[src/hdl/xbt_pkg.sv]
// Shared types, codes and helper functions of the XML byte tokenizer.
`default_nettype none
package xbt_pkg;

  localparam int EntityMaxChars = 16;
  localparam int EntLenW = $clog2(EntityMaxChars + 1);
  localparam int QueueDepth = 4;
  localparam int QueuePtrW = $clog2(QueueDepth);

  typedef enum logic [3:0] {
    M_TEXT, M_CDATA, M_LT, M_BANG, M_BANG_DASH, M_COMMENT, M_ENTITY,
    M_TAG, M_IDENT, M_QUOTE, M_QMARK, M_SLASH, M_ERR
  } mode_t;

  typedef enum logic [1:0] {B_DEC, B_OCT, B_HEX, B_ZERO} base_t;

  typedef enum logic [1:0] {K_CONTENT, K_SPACE, K_TOKEN, K_ERROR} kind_t;

  typedef enum logic [3:0] {
    T_END, T_LT, T_GT, T_PI_OPEN, T_PI_CLOSE, T_CLOSE_OPEN, T_EMPTY_CLOSE,
    T_BANG, T_IDENT, T_EQ, T_QUOTED, T_CDATA
  } tok_t;

  typedef enum logic [3:0] {
    E_BAD_TAG, E_EOF_TAG, E_EOF_QUOTE, E_BAD_COMMENT, E_EOF_COMMENT,
    E_EOF_ENTITY, E_EMPTY, E_UNKNOWN, E_TOO_LONG
  } err_t;

  // One result request.
  typedef struct packed {
    kind_t      kind;
    tok_t       token;
    logic [7:0] value;
    err_t       error_code;
    logic       last;
  } res_t;

  // Work of one input byte: up to two result requests.
  typedef struct packed {
    logic [1:0] count;
    res_t       r0;
    res_t       r1;
  } work_t;

  function automatic logic is_space(input logic [7:0] c);
    return c == 8'd32 || (c >= 8'd9 && c <= 8'd13);
  endfunction

  function automatic logic is_alpha(input logic [7:0] c);
    return (c >= "a" && c <= "z") || (c >= "A" && c <= "Z");
  endfunction

  function automatic logic is_digit(input logic [7:0] c);
    return c >= "0" && c <= "9";
  endfunction

  function automatic res_t mk(input kind_t k, input tok_t t, input logic [7:0] v,
                              input err_t e);
    res_t r;
    r.kind = k;
    r.token = t;
    r.value = v;
    r.error_code = e;
    r.last = 1'b0;
    return r;
  endfunction

endpackage
`default_nettype wire

[src/hdl/xbt_front.sv]
// Front part: classifies each byte, keeps the lexer state and builds result requests.
`default_nettype none
module xbt_front (
  input  wire logic           clk,
  input  wire logic           rst,
  input  wire logic           in_valid,
  input  wire logic [7:0]     byte_in,
  input  wire logic           end_of_input,
  output xbt_pkg::work_t      work
);

  xbt_pkg::mode_t mode, mode_next;
  logic [1:0] dash_count, dash_count_next;
  logic [7:0] entity_value, entity_value_next;
  xbt_pkg::base_t entity_base, entity_base_next;
  logic [xbt_pkg::EntLenW-1:0] entity_length, entity_length_next;
  logic [3:0] entity_name_match, entity_name_match_next;

  xbt_pkg::res_t rq [2];
  logic [1:0] n;
  logic [7:0] c;
  logic [3:0] hv;
  logic hok;
  logic [3:0] m;
  logic ok_lt, ok_gt, ok_amp;

  always_comb begin
    c = byte_in;
    mode_next = mode;
    dash_count_next = dash_count;
    entity_value_next = entity_value;
    entity_base_next = entity_base;
    entity_length_next = entity_length;
    entity_name_match_next = entity_name_match;
    n = 2'd0;
    rq[0] = xbt_pkg::mk(xbt_pkg::K_CONTENT, xbt_pkg::T_END, 8'd0, xbt_pkg::E_BAD_TAG);
    rq[1] = rq[0];
    hok = 1'b1;
    hv = 4'd0;
    m = entity_name_match;
    ok_lt = 1'b0;
    ok_gt = 1'b0;
    ok_amp = 1'b0;
    if (end_of_input) begin
      case (mode)
        xbt_pkg::M_TEXT: begin
          rq[0] = xbt_pkg::mk(xbt_pkg::K_TOKEN, xbt_pkg::T_END, 8'd0, xbt_pkg::E_BAD_TAG);
          n = 2'd1;
        end
        xbt_pkg::M_CDATA: begin
          rq[0] = xbt_pkg::mk(xbt_pkg::K_TOKEN, xbt_pkg::T_CDATA, 8'd0, xbt_pkg::E_BAD_TAG);
          rq[1] = xbt_pkg::mk(xbt_pkg::K_TOKEN, xbt_pkg::T_END, 8'd0, xbt_pkg::E_BAD_TAG);
          n = 2'd2;
          mode_next = xbt_pkg::M_TEXT;
        end
        xbt_pkg::M_LT, xbt_pkg::M_BANG, xbt_pkg::M_IDENT: begin
          rq[0] = xbt_pkg::mk(xbt_pkg::K_TOKEN,
                              mode == xbt_pkg::M_LT ? xbt_pkg::T_LT :
                              mode == xbt_pkg::M_BANG ? xbt_pkg::T_BANG : xbt_pkg::T_IDENT,
                              8'd0, xbt_pkg::E_BAD_TAG);
          rq[1] = xbt_pkg::mk(xbt_pkg::K_ERROR, xbt_pkg::T_END, 8'd0, xbt_pkg::E_EOF_TAG);
          n = 2'd2;
          mode_next = xbt_pkg::M_ERR;
        end
        xbt_pkg::M_ERR: ;
        default: begin
          n = 2'd1;
          mode_next = xbt_pkg::M_ERR;
          case (mode)
            xbt_pkg::M_BANG_DASH:
              rq[0] = xbt_pkg::mk(xbt_pkg::K_ERROR, xbt_pkg::T_END, 8'd0,
                                  xbt_pkg::E_BAD_COMMENT);
            xbt_pkg::M_COMMENT:
              rq[0] = xbt_pkg::mk(xbt_pkg::K_ERROR, xbt_pkg::T_END, 8'd0,
                                  xbt_pkg::E_EOF_COMMENT);
            xbt_pkg::M_ENTITY:
              rq[0] = xbt_pkg::mk(xbt_pkg::K_ERROR, xbt_pkg::T_END, 8'd0,
                                  xbt_pkg::E_EOF_ENTITY);
            xbt_pkg::M_TAG:
              rq[0] = xbt_pkg::mk(xbt_pkg::K_ERROR, xbt_pkg::T_END, 8'd0,
                                  xbt_pkg::E_EOF_TAG);
            xbt_pkg::M_QUOTE:
              rq[0] = xbt_pkg::mk(xbt_pkg::K_ERROR, xbt_pkg::T_END, 8'd0,
                                  xbt_pkg::E_EOF_QUOTE);
            default:
              rq[0] = xbt_pkg::mk(xbt_pkg::K_ERROR, xbt_pkg::T_END, 8'd0,
                                  xbt_pkg::E_BAD_TAG);
          endcase
        end
      endcase
    end else begin
      // Bytes that move to tag mode are handled by the tag rules below.
      logic do_tag;
      do_tag = 1'b0;
      case (mode)
        xbt_pkg::M_TEXT, xbt_pkg::M_CDATA: begin
          if (mode == xbt_pkg::M_TEXT && xbt_pkg::is_space(c)) begin
            rq[0] = xbt_pkg::mk(xbt_pkg::K_SPACE, xbt_pkg::T_CDATA, c, xbt_pkg::E_BAD_TAG);
            n = 2'd1;
          end else if (c == "<") begin
            if (mode == xbt_pkg::M_CDATA) begin
              rq[0] = xbt_pkg::mk(xbt_pkg::K_TOKEN, xbt_pkg::T_CDATA, 8'd0,
                                  xbt_pkg::E_BAD_TAG);
              n = 2'd1;
            end
            mode_next = xbt_pkg::M_LT;
          end else if (c == "&") begin
            entity_value_next = 8'd0;
            entity_base_next = xbt_pkg::B_DEC;
            entity_length_next = '0;
            entity_name_match_next = 4'hF;
            mode_next = xbt_pkg::M_ENTITY;
          end else begin
            rq[0] = xbt_pkg::mk(xbt_pkg::K_CONTENT, xbt_pkg::T_CDATA, c, xbt_pkg::E_BAD_TAG);
            n = 2'd1;
            mode_next = xbt_pkg::M_CDATA;
          end
        end
        xbt_pkg::M_LT: begin
          if (c == "/") begin
            rq[0] = xbt_pkg::mk(xbt_pkg::K_TOKEN, xbt_pkg::T_CLOSE_OPEN, 8'd0,
                                xbt_pkg::E_BAD_TAG);
            n = 2'd1;
            mode_next = xbt_pkg::M_TAG;
          end else if (c == "?") begin
            rq[0] = xbt_pkg::mk(xbt_pkg::K_TOKEN, xbt_pkg::T_PI_OPEN, 8'd0,
                                xbt_pkg::E_BAD_TAG);
            n = 2'd1;
            mode_next = xbt_pkg::M_TAG;
          end else if (c == "!") begin
            mode_next = xbt_pkg::M_BANG;
          end else begin
            rq[0] = xbt_pkg::mk(xbt_pkg::K_TOKEN, xbt_pkg::T_LT, 8'd0, xbt_pkg::E_BAD_TAG);
            n = 2'd1;
            do_tag = 1'b1;
          end
        end
        xbt_pkg::M_BANG: begin
          if (c == "-") begin
            mode_next = xbt_pkg::M_BANG_DASH;
          end else begin
            rq[0] = xbt_pkg::mk(xbt_pkg::K_TOKEN, xbt_pkg::T_BANG, 8'd0, xbt_pkg::E_BAD_TAG);
            n = 2'd1;
            do_tag = 1'b1;
          end
        end
        xbt_pkg::M_BANG_DASH: begin
          if (c == "-") begin
            dash_count_next = 2'd0;
            mode_next = xbt_pkg::M_COMMENT;
          end else begin
            rq[0] = xbt_pkg::mk(xbt_pkg::K_ERROR, xbt_pkg::T_END, 8'd0,
                                xbt_pkg::E_BAD_COMMENT);
            n = 2'd1;
            mode_next = xbt_pkg::M_ERR;
          end
        end
        xbt_pkg::M_COMMENT: begin
          if (c == "-") begin
            if (dash_count < 2'd2) dash_count_next = dash_count + 2'd1;
          end else if (c == ">" && dash_count >= 2'd2) begin
            dash_count_next = 2'd0;
            mode_next = xbt_pkg::M_TEXT;
          end else begin
            dash_count_next = 2'd0;
          end
        end
        xbt_pkg::M_ENTITY: begin
          if (c == ";") begin
            if (entity_length == '0) begin
              rq[0] = xbt_pkg::mk(xbt_pkg::K_ERROR, xbt_pkg::T_END, 8'd0, xbt_pkg::E_EMPTY);
              n = 2'd1;
              mode_next = xbt_pkg::M_ERR;
            end else begin
              n = 2'd1;
              mode_next = xbt_pkg::M_CDATA;
              if (m[0] && entity_length == xbt_pkg::EntLenW'(2))
                rq[0] = xbt_pkg::mk(xbt_pkg::K_CONTENT, xbt_pkg::T_CDATA, "<",
                                    xbt_pkg::E_BAD_TAG);
              else if (m[1] && entity_length == xbt_pkg::EntLenW'(2))
                rq[0] = xbt_pkg::mk(xbt_pkg::K_CONTENT, xbt_pkg::T_CDATA, ">",
                                    xbt_pkg::E_BAD_TAG);
              else if (m[2] && entity_length == xbt_pkg::EntLenW'(3))
                rq[0] = xbt_pkg::mk(xbt_pkg::K_CONTENT, xbt_pkg::T_CDATA, "&",
                                    xbt_pkg::E_BAD_TAG);
              else if (m[3] && entity_length >= xbt_pkg::EntLenW'(2) &&
                       !(entity_base == xbt_pkg::B_HEX &&
                         entity_length == xbt_pkg::EntLenW'(3)))
                rq[0] = xbt_pkg::mk(xbt_pkg::K_CONTENT, xbt_pkg::T_CDATA, entity_value,
                                    xbt_pkg::E_BAD_TAG);
              else begin
                rq[0] = xbt_pkg::mk(xbt_pkg::K_ERROR, xbt_pkg::T_END, 8'd0,
                                    xbt_pkg::E_UNKNOWN);
                mode_next = xbt_pkg::M_ERR;
              end
            end
          end else if (!xbt_pkg::is_space(c)) begin
            if (entity_length >= xbt_pkg::EntLenW'(xbt_pkg::EntityMaxChars)) begin
              rq[0] = xbt_pkg::mk(xbt_pkg::K_ERROR, xbt_pkg::T_END, 8'd0,
                                  xbt_pkg::E_TOO_LONG);
              n = 2'd1;
              mode_next = xbt_pkg::M_ERR;
            end else begin
              // Narrow match of the named entities by position.
              case (entity_length)
                xbt_pkg::EntLenW'(0): begin
                  ok_lt = c == "l"; ok_gt = c == "g"; ok_amp = c == "a";
                end
                xbt_pkg::EntLenW'(1): begin
                  ok_lt = c == "t"; ok_gt = c == "t"; ok_amp = c == "m";
                end
                xbt_pkg::EntLenW'(2): ok_amp = c == "p";
                default: ;
              endcase
              if (!ok_lt) m[0] = 1'b0;
              if (!ok_gt) m[1] = 1'b0;
              if (!ok_amp) m[2] = 1'b0;
              if (xbt_pkg::is_digit(c)) hv = 4'(c - "0");
              else if (c >= "a" && c <= "f") hv = 4'(c - "a" + 8'd10);
              else if (c >= "A" && c <= "F") hv = 4'(c - "A" + 8'd10);
              else hok = 1'b0;
              if (entity_length == '0) begin
                if (c != "#") m[3] = 1'b0;
              end else if (m[3]) begin
                if (entity_length == xbt_pkg::EntLenW'(1)) begin
                  if (c == "0") begin
                    entity_base_next = xbt_pkg::B_ZERO;
                    entity_value_next = 8'd0;
                  end else if (xbt_pkg::is_digit(c)) begin
                    entity_base_next = xbt_pkg::B_DEC;
                    entity_value_next = c - "0";
                  end else m[3] = 1'b0;
                end else begin
                  case (entity_base)
                    xbt_pkg::B_ZERO: begin
                      if (c == "x" || c == "X") entity_base_next = xbt_pkg::B_HEX;
                      else if (c >= "0" && c <= "7") begin
                        entity_base_next = xbt_pkg::B_OCT;
                        entity_value_next = c - "0";
                      end else m[3] = 1'b0;
                    end
                    xbt_pkg::B_DEC: begin
                      if (xbt_pkg::is_digit(c))
                        entity_value_next = (entity_value << 3) + (entity_value << 1)
                                            + (c - "0");
                      else m[3] = 1'b0;
                    end
                    xbt_pkg::B_OCT: begin
                      if (c >= "0" && c <= "7")
                        entity_value_next = (entity_value << 3) + (c - "0");
                      else m[3] = 1'b0;
                    end
                    default: begin
                      if (hok) entity_value_next = (entity_value << 4) + {4'd0, hv};
                      else m[3] = 1'b0;
                    end
                  endcase
                end
              end
              entity_name_match_next = m;
              entity_length_next = entity_length + xbt_pkg::EntLenW'(1);
            end
          end
        end
        xbt_pkg::M_TAG: do_tag = 1'b1;
        xbt_pkg::M_IDENT: begin
          if (xbt_pkg::is_alpha(c) || xbt_pkg::is_digit(c) || c == "_" || c == "!" ||
              c == ":" || c == "-") begin
            rq[0] = xbt_pkg::mk(xbt_pkg::K_CONTENT, xbt_pkg::T_IDENT, c, xbt_pkg::E_BAD_TAG);
            n = 2'd1;
          end else begin
            rq[0] = xbt_pkg::mk(xbt_pkg::K_TOKEN, xbt_pkg::T_IDENT, 8'd0, xbt_pkg::E_BAD_TAG);
            n = 2'd1;
            do_tag = 1'b1;
          end
        end
        xbt_pkg::M_QUOTE: begin
          n = 2'd1;
          if (c == "\"") begin
            rq[0] = xbt_pkg::mk(xbt_pkg::K_TOKEN, xbt_pkg::T_QUOTED, 8'd0, xbt_pkg::E_BAD_TAG);
            mode_next = xbt_pkg::M_TAG;
          end else
            rq[0] = xbt_pkg::mk(xbt_pkg::K_CONTENT, xbt_pkg::T_QUOTED, c, xbt_pkg::E_BAD_TAG);
        end
        xbt_pkg::M_QMARK, xbt_pkg::M_SLASH: begin
          n = 2'd1;
          if (c == ">") begin
            rq[0] = xbt_pkg::mk(xbt_pkg::K_TOKEN,
                                mode == xbt_pkg::M_QMARK ? xbt_pkg::T_PI_CLOSE
                                                         : xbt_pkg::T_EMPTY_CLOSE,
                                8'd0, xbt_pkg::E_BAD_TAG);
            mode_next = xbt_pkg::M_TEXT;
          end else begin
            rq[0] = xbt_pkg::mk(xbt_pkg::K_ERROR, xbt_pkg::T_END, 8'd0, xbt_pkg::E_BAD_TAG);
            mode_next = xbt_pkg::M_ERR;
          end
        end
        default: ;
      endcase
      if (do_tag) begin
        mode_next = xbt_pkg::M_TAG;
        if (!xbt_pkg::is_space(c)) begin
          if (c == "?") mode_next = xbt_pkg::M_QMARK;
          else if (c == "/") mode_next = xbt_pkg::M_SLASH;
          else if (c == "\"") mode_next = xbt_pkg::M_QUOTE;
          else begin
            rq[n[0]] = c == ">" ?
              xbt_pkg::mk(xbt_pkg::K_TOKEN, xbt_pkg::T_GT, 8'd0, xbt_pkg::E_BAD_TAG) :
              c == "=" ?
              xbt_pkg::mk(xbt_pkg::K_TOKEN, xbt_pkg::T_EQ, 8'd0, xbt_pkg::E_BAD_TAG) :
              (xbt_pkg::is_alpha(c) || c == "_" || c == "!") ?
              xbt_pkg::mk(xbt_pkg::K_CONTENT, xbt_pkg::T_IDENT, c, xbt_pkg::E_BAD_TAG) :
              xbt_pkg::mk(xbt_pkg::K_ERROR, xbt_pkg::T_END, 8'd0, xbt_pkg::E_BAD_TAG);
            n = n + 2'd1;
            if (c == ">") mode_next = xbt_pkg::M_TEXT;
            else if (c == "=") mode_next = xbt_pkg::M_TAG;
            else if (xbt_pkg::is_alpha(c) || c == "_" || c == "!")
              mode_next = xbt_pkg::M_IDENT;
            else mode_next = xbt_pkg::M_ERR;
          end
        end
      end
    end
    if (n == 2'd1) rq[0].last = 1'b1;
    if (n == 2'd2) rq[1].last = 1'b1;
  end

  always_comb begin
    work.count = in_valid ? n : 2'd0;
    work.r0 = rq[0];
    work.r1 = rq[1];
  end

  always_ff @(posedge clk) begin
    if (rst) begin
      mode <= xbt_pkg::M_TEXT;
      dash_count <= 2'd0;
      entity_value <= 8'd0;
      entity_base <= xbt_pkg::B_DEC;
      entity_length <= '0;
      entity_name_match <= 4'hF;
    end else if (in_valid) begin
      mode <= mode_next;
      dash_count <= dash_count_next;
      entity_value <= entity_value_next;
      entity_base <= entity_base_next;
      entity_length <= entity_length_next;
      entity_name_match <= entity_name_match_next;
    end
  end

endmodule
`default_nettype wire

[src/hdl/xbt_back.sv]
// Back part: a small result queue that takes up to two requests a cycle and hands out one.
`default_nettype none
module xbt_back (
  input  wire logic           clk,
  input  wire logic           rst,
  input  xbt_pkg::work_t      work,
  output logic                full,
  output logic                empty,
  input  wire logic           pop,
  output xbt_pkg::res_t       head
);

  xbt_pkg::res_t mem [xbt_pkg::QueueDepth];
  logic [xbt_pkg::QueuePtrW-1:0] rd_ptr, wr_ptr;
  logic [xbt_pkg::QueuePtrW:0] fill, fill_next;
  logic do_pop;

  assign empty = fill == '0;
  // Room for two requests must remain whatever is popped this cycle.
  assign full = fill > (xbt_pkg::QueuePtrW+1)'(xbt_pkg::QueueDepth - 2);
  assign do_pop = pop && !empty;
  assign head = mem[rd_ptr];
  assign fill_next = fill + {{(xbt_pkg::QueuePtrW-1){1'b0}}, work.count}
                     - {{xbt_pkg::QueuePtrW{1'b0}}, do_pop};

  always_ff @(posedge clk) begin
    if (work.count != 2'd0) mem[wr_ptr] <= work.r0;
    if (work.count == 2'd2) mem[wr_ptr + xbt_pkg::QueuePtrW'(1)] <= work.r1;
  end

  always_ff @(posedge clk) begin
    if (rst) begin
      rd_ptr <= '0;
      wr_ptr <= '0;
      fill <= '0;
    end else begin
      wr_ptr <= wr_ptr + xbt_pkg::QueuePtrW'(work.count);
      if (do_pop) rd_ptr <= rd_ptr + xbt_pkg::QueuePtrW'(1);
      fill <= fill_next;
    end
  end

endmodule
`default_nettype wire

[src/hdl/xml_byte_tokenizer_core.sv]
// Top level of the XML byte tokenizer: front classifier and back result queue.
//
//  channel  | handshake        | payload
//  input    | push / full      | byte_in, end_of_input
//  result   | pop / empty      | kind, token, value, error_code, last
//
// One byte is accepted per cycle unless full; its results enter the queue on the
// same edge and can be popped from the next cycle on. The queue holds four results
// and raises full when fewer than two places would be free, so pushing pauses only
// while the consumer lags. Synchronous reset clears the lexer state and the queue.
`default_nettype none
module xml_byte_tokenizer_core (
  input  wire logic       clk,
  input  wire logic       rst,
  input  wire logic       push,
  output logic            full,
  input  wire logic [7:0] byte_in,
  input  wire logic       end_of_input,
  output logic            empty,
  input  wire logic       pop,
  output logic [1:0]      kind,
  output logic [3:0]      token,
  output logic [7:0]      value,
  output logic [3:0]      error_code,
  output logic            last
);

  xbt_pkg::work_t work;
  xbt_pkg::res_t head;
  logic accept;

  assign accept = push && !full;

  xbt_front u_front (
    .clk(clk), .rst(rst), .in_valid(accept), .byte_in(byte_in),
    .end_of_input(end_of_input), .work(work)
  );

  xbt_back u_back (
    .clk(clk), .rst(rst), .work(work), .full(full), .empty(empty), .pop(pop), .head(head)
  );

  assign kind = head.kind;
  assign token = head.token;
  assign value = head.value;
  assign error_code = head.error_code;
  assign last = head.last;

  a_no_write_when_full: assert property (@(posedge clk) disable iff (rst)
    full |-> work.count == 2'd0) else $error("request written while queue full");

  a_two_has_last: assert property (@(posedge clk) disable iff (rst)
    work.count == 2'd2 |-> work.r1.last && !work.r0.last)
    else $error("last flag misplaced on paired requests");

  a_full_not_empty: assert property (@(posedge clk) disable iff (rst)
    full |-> !empty) else $error("queue full and empty at once");

endmodule
`default_nettype wire

[config.mk]
export PLATFORM = sky130hd
export DESIGN_NAME = xml_byte_tokenizer_core
export DESIGN_NICKNAME = d
export VERILOG_FILES = /design/src/hdl/xbt_pkg.sv /design/src/hdl/xbt_front.sv /design/src/hdl/xbt_back.sv /design/src/hdl/xml_byte_tokenizer_core.sv
export SDC_FILE = /design/constraint.sdc
export NUM_CORES = 1
export LEC_CHECK = 0
export BUFFER_PORTS_ARGS = -buffer_cell sky130_fd_sc_hd__buf_2
export CAP_MARGIN = 20
export CORE_MARGIN = 8
export CORE_UTILIZATION = 55
export CTS_BUF_LIST = sky130_fd_sc_hd__clkbuf_8
export CTS_CLUSTER_DIAMETER = 40
export DETAILED_ROUTE_END_ITERATION = 8
export GPL_TIMING_DRIVEN = 1
export HOLD_SLACK_MARGIN = 0.1
export PLACE_DENSITY = 0.78
export SLEW_MARGIN = 15
export SYNTH_ARGS = -nofsm -noshare
export SYNTH_HDL_FRONTEND = slang
export SYNTH_SLANG_ARGS = --single-unit
[constraint.sdc]
create_clock -name clk -period 6.5 [get_ports clk]
set_input_delay 0.975 -clock clk [delete_from_list [all_inputs] [get_ports clk]]
set_output_delay 0.975 -clock clk [all_outputs]
set_load 0.05 [all_outputs]
==> impl_metrics.prom <==
# TYPE chip_impl_metric gauge
chip_impl_info{name="status",value="complete, no violations"} 1
chip_impl_info{name="rr_startpoint",value="u_front.mode[1]$_SDFFE_PP0P_"} 1
chip_impl_info{name="top_cells_by_area_synth",value="sky130_fd_sc_hd__edfxtp_1, sky130_fd_sc_hd__dfxtp_1, sky130_fd_sc_hd__mux4_2, sky130_fd_sc_hd__a21oi_1, sky130_fd_sc_hd__ha_1"} 1
chip_impl_metric{name="start_util",unit=""} 0.554
chip_impl_info{name="critical_path.cell_chain",value="buf_2 > inv_1 > ha_1 > nor3b_2 > nand3_1 > a21oi_1 > o2111a_1 > nand2_1 > buf_4 > ha_1 > nand4b_1 > o211ai_1 > and2_1 > or2_2 > ha_1 > inv_1 > ha_1 > fa_1 > xnor2_1 > nor2_1"} 1
chip_impl_metric{name="final_nets",unit=""} 933
chip_impl_metric{name="worst_path_largest_cell_delay",unit="ps"} 580
chip_impl_metric{name="synth_warnings",unit=""} 0
chip_impl_metric{name="die_h",unit="um"} 139
chip_impl_metric{name="cts_max_level",unit=""} 3
chip_impl_metric{name="antenna_left",unit=""} 0
chip_impl_metric{name="grt_usage",unit=""} 0.242
chip_impl_metric{name="r2r_slack",unit="ps"} 1950
chip_impl_metric{name="post-layout-total-power",unit="mW"} 2.48
chip_impl_metric{name="power_per_standard_cell_area",unit="nW/um2"} 283
chip_impl_metric{name="worstPathArrival",unit="ps"} 5610
chip_impl_metric{name="wire_length_of_the_first_global_routing_pass",unit="um"} 37300
chip_impl_metric{name="final_max_slew_viol_count",unit=""} 0
chip_impl_metric{name="detail_route.drc_violations",unit=""} 0
chip_impl_info{name="top_layer_used",value="met5"} 1
chip_impl_metric{name="reg2regPathDepth",unit=""} 17
chip_impl_metric{name="grt_start_max_net_pins",unit=""} 41
chip_impl_info{name="worst_path_dominant_cell_family",value="simple AND/OR/NAND/NOR gates"} 1
chip_impl_metric{name="power.combinational.fraction",unit=""} 0.442
chip_impl_metric{name="critPathBufInv",unit=""} 4
chip_impl_metric{name="firstDrtPassIters",unit=""} 5
chip_impl_metric{name="yosysUniqueCellTypes",unit=""} 94
chip_impl_metric{name="cts_inserted_buffers",unit=""} 9
chip_impl_info{name="regToRegEndpoint",value="u_back.fill[2]$_SDFF_PP0_"} 1
chip_impl_info{name="critical_path.endpoint_type",value="flip-flop"} 1
chip_impl_metric{name="routed-wl-met3",unit="um"} 2140
chip_impl_metric{name="setup_viol_count_final",unit=""} 0
chip_impl_metric{name="maxCapViolations",unit=""} 0
chip_impl_metric{name="insertion_delay",unit="ps"} 390
chip_impl_metric{name="drtIter0Drc",unit=""} 865
chip_impl_metric{name="yosys.area_share.adder",unit=""} 0.0621
chip_impl_info{name="clock_tree.root_cell",value="sky130_fd_sc_hd__clkbuf_8"} 1
chip_impl_info{name="worstHoldPathType",value="reg -> reg"} 1
chip_impl_metric{name="timing_hold_violations_final",unit=""} 0
chip_impl_info{name="synthFlopType",value="sky130_fd_sc_hd__edfxtp_1"} 1
chip_impl_metric{name="post-dp-hpwl",unit="um"} 17500
chip_impl_metric{name="dieWidth",unit="um"} 139
chip_impl_metric{name="count_of_buffers_added_by_post_cts_timing_repair_for_setup",unit=""} 0
chip_impl_metric{name="place.gp.congestion",unit=""} 1.02
chip_impl_metric{name="ctsLongestPathBuffers",unit=""} 2
chip_impl_metric{name="compound_gate_portion_of_the_synthesized_area",unit=""} 0.230
chip_impl_metric{name="port-buffer-count",unit=""} 33
chip_impl_info{name="final_cell_mix",value="sky130_fd_sc_hd__a21oi_1, sky130_fd_sc_hd__edfxtp_1, sky130_fd_sc_hd__nand2_1"} 1
chip_impl_info{name="worstSetupPathType",value="in -> reg"} 1
chip_impl_metric{name="switching_share",unit=""} 0.424
chip_impl_metric{name="critical_path_peak_fanout",unit=""} 16
chip_impl_metric{name="route.final.wire_length",unit="um"} 23800
chip_impl_metric{name="floorplan.die_area",unit="um2"} 19300
chip_impl_metric{name="synth_seq_area_share",unit=""} 0.357
chip_impl_metric{name="clock_skew",unit="ps"} 14.7
chip_impl_metric{name="static-leakage-power",unit="nW"} 3.16
chip_impl_metric{name="power_frac_clock",unit=""} 0.173
chip_impl_metric{name="tritoncts_num_sinks",unit=""} 110
chip_impl_metric{name="core_area",unit="um2"} 15000
chip_impl_metric{name="ys_seq_elements",unit=""} 110
chip_impl_info{name="worst_hold_path.endpoint",value="u_front.entity_value[7]$_SDFFE_PP0P_"} 1
chip_impl_metric{name="p_switching",unit="mW"} 1.05
chip_impl_metric{name="syn-num-nets",unit=""} 928
chip_impl_metric{name="antenna_cells",unit=""} 0
chip_impl_info{name="worstHoldStart",value="u_front.entity_value[7]$_SDFFE_PP0P_"} 1
chip_impl_info{name="crit_slowest_cell",value="sky130_fd_sc_hd__nor3b_2"} 1
chip_impl_metric{name="hold_buffers",unit=""} 0
chip_impl_metric{name="post_synth_xor_area_fraction",unit=""} 0.0211
chip_impl_metric{name="syn-mean-instance-area",unit="um2"} 9.45
chip_impl_metric{name="tightest_slew",unit="ps"} 1080
chip_impl_metric{name="vdd_ir_drop_max",unit="mV"} 0.142
chip_impl_metric{name="flow.area_growth_from_synthesis",unit="%"} 5.64
chip_impl_metric{name="internal_power",unit="mW"} 1.43
chip_impl_metric{name="finalCritPeriodShare",unit=""} 0.823
chip_impl_metric{name="io_pins",unit=""} 34
chip_impl_metric{name="clk_transition_reported_paths",unit="ps"} 110
chip_impl_info{name="critical_path.most_common_cell",value="sky130_fd_sc_hd__ha_1"} 1
chip_impl_metric{name="grt_pass1_vias",unit=""} 6760
chip_impl_metric{name="share_of_post_route_cells_with_drive_strength_above_1",unit=""} 0.149
chip_impl_metric{name="mappedNetlistArea",unit="um2"} 8300
chip_impl_metric{name="tns",unit="ps"} 0
chip_impl_metric{name="seq_power_share",unit=""} 0.385
chip_impl_metric{name="synthCells",unit=""} 878
chip_impl_metric{name="worst_ep_required_time",unit="ps"} 6760
chip_impl_metric{name="dr_wl_met2",unit="um"} 10700
chip_impl_info{name="most_common_cell_after_layout_fill_and_taps_aside",value="sky130_fd_sc_hd__a21oi_1"} 1
chip_impl_metric{name="detail_route.wl_per_cell",unit="um"} 22.1
chip_impl_metric{name="synth_largest_type_area_fraction",unit=""} 0.275
chip_impl_metric{name="synth_mux_area_frac",unit=""} 0.0914
chip_impl_metric{name="met1Wirelength",unit="um"} 10400
chip_impl_info{name="synth_top_family_by_area",value="compound AO/OA/AOI/OAI gates"} 1
chip_impl_metric{name="post_drt_via_cell_ratio",unit=""} 6.78
chip_impl_info{name="startpoint_type_of_the_worst_setup_path",value="input port"} 1
chip_impl_metric{name="via_count",unit=""} 7298
chip_impl_metric{name="worstHoldPathCells",unit=""} 2
chip_impl_metric{name="gr-total-overflow",unit=""} 0
chip_impl_info{name="setup_repair_after_global_routing_missed_its_margin",value="no"} 1
chip_impl_metric{name="synth-edff-count",unit=""} 76
chip_impl_metric{name="max_clock_freq",unit="MHz"} 187
chip_impl_metric{name="yosys.area_share.simple",unit=""} 0.191
chip_impl_info{name="yosys.area.top_type",value="sky130_fd_sc_hd__edfxtp_1"} 1
chip_impl_metric{name="timing.hold.ws",unit="ps"} 462
chip_impl_metric{name="max_slew_margin",unit=""} 0.281
chip_impl_metric{name="post_cts_resized",unit=""} 0
chip_impl_metric{name="asyncSetResetFlopFracSynth",unit=""} 0
chip_impl_metric{name="min_period",unit="ps"} 5350
chip_impl_info{name="cts_tree",value="built"} 1
chip_impl_metric{name="num_rows",unit=""} 45
chip_impl_metric{name="antenna_found_initial",unit=""} 1
-- metrics by stage --
step | util | std cells | setup WS, ps | area (um2)
after floorplan | - | 878 | 1080 | 8300
after global placement | 0.572 | 1060 | 928 | 8570
after detailed placement | 0.572 | 1060 | 875 | 8570
after CTS | 0.585 | 1076 | 1270 | 8760
after global routing | 0.585 | 1076 | 786 | 8760
final | 0.585 | 1076 | 1150 | 8760
-- cells by family (layout without fill, tap and decap cells) --
logic type,Yosys count,after routing
AO/OA/AOI/OAI,273,273
XOR/XNOR,20,20
adder cells (fa/ha/maj),37,37
buffers and inverters,92,102
flip-flops,110,110
multiplexers,48,48
AND/OR/NAND/NOR,298,298
-- power by group through the flow --
| stage | Sequential, mW | Clock [mW] | Combinational (mW) |
|---|---|---|---|
| after floorplan | 0.928 | 0 | 0.869 |
| after global placement | 0.966 | 0 | 1.08 |
| after detailed placement | 0.971 | 0 | 1.09 |
| after CTS | 0.955 | 0.433 | 1.09 |
| after global routing | 0.966 | 0.456 | 1.17 |
| final | 0.955 | 0.429 | 1.10 |
-- worst reg2reg max path: cells and delay by family, from the launching register on --
family	cells	cell delay, ps
flops	1	910
compound gates	3	560
simple gates	6	1130
xor+xnor	1	160
buf+inv	3	620
fa+ha+maj	4	1040
-- layout make-up --
class,count,area [um2]
clock buffer,9,124
fill,1317,6210
timing repair buffer,45,255
tap,188,235
clock inverter,7,71.3
multi-input combinational,676,4960
sequential,110,2960
inverter,41,154
-- cells in the mapped netlist, drive strengths merged (5+ instances only) --
cell type / count
nor2b: 12
and3: 12
edfxtp: 76
a21o: 15
nand4: 13
o21bai: 9
nor3b: 10
nand2b: 14
o31ai: 8
nand3b: 5
nand2: 71
dfxtp: 34
nor2: 66
o211ai: 14
a31oi: 11
xnor2: 14
mux4: 22
xor2: 6
nand3: 33
and2: 8
o22ai: 5
a311oi: 5
fa: 7
nor3: 20
o21ai: 58
a21oi: 87
clkbuf: 31
a211oi: 6
a32oi: 5
ha: 30
or2: 7
buf: 20
a22oi: 5
nor4: 6
o2111ai: 5
mux2i: 24
inv: 41
-- worst max-delay path by stage --
stage	startpoint	to	slack (ps)	cells after the start
3_3_place_gp	byte_in[4]	u_back.fill[2]$_SDFF_PP0_	930	20
2_1_floorplan	byte_in[4]	u_back.mem[0][0]$_DFFE_PP_	1080	14
3_5_place_dp	byte_in[4]	u_back.fill[2]$_SDFF_PP0_	880	20
4_1_cts	byte_in[4]	u_back.fill[2]$_SDFF_PP0_	1270	20
6_report	byte_in[4]	u_back.fill[2]$_SDFF_PP0_	1150	20
5_1_grt	byte_in[4]	u_back.fill[2]$_SDFF_PP0_	790	20
-- sequential cells by signal (all words and copies together), names as in the netlist, 3 cells and up, named ones only --
name / cells
u_back.mem: 76
u_front.entity_name_match: 4
u_back.fill: 3
u_front.mode: 4
u_front.entity_length: 5
u_front.entity_value: 8
-- layer usage --
metal  vias up  global-route usage
met1      3481               0.335
li1       3342                   -
met5         -                   0
met4         2              0.0826
met2       427               0.376
met3        46              0.0413
No activity file was read; power rests on OpenSTA's default activity.
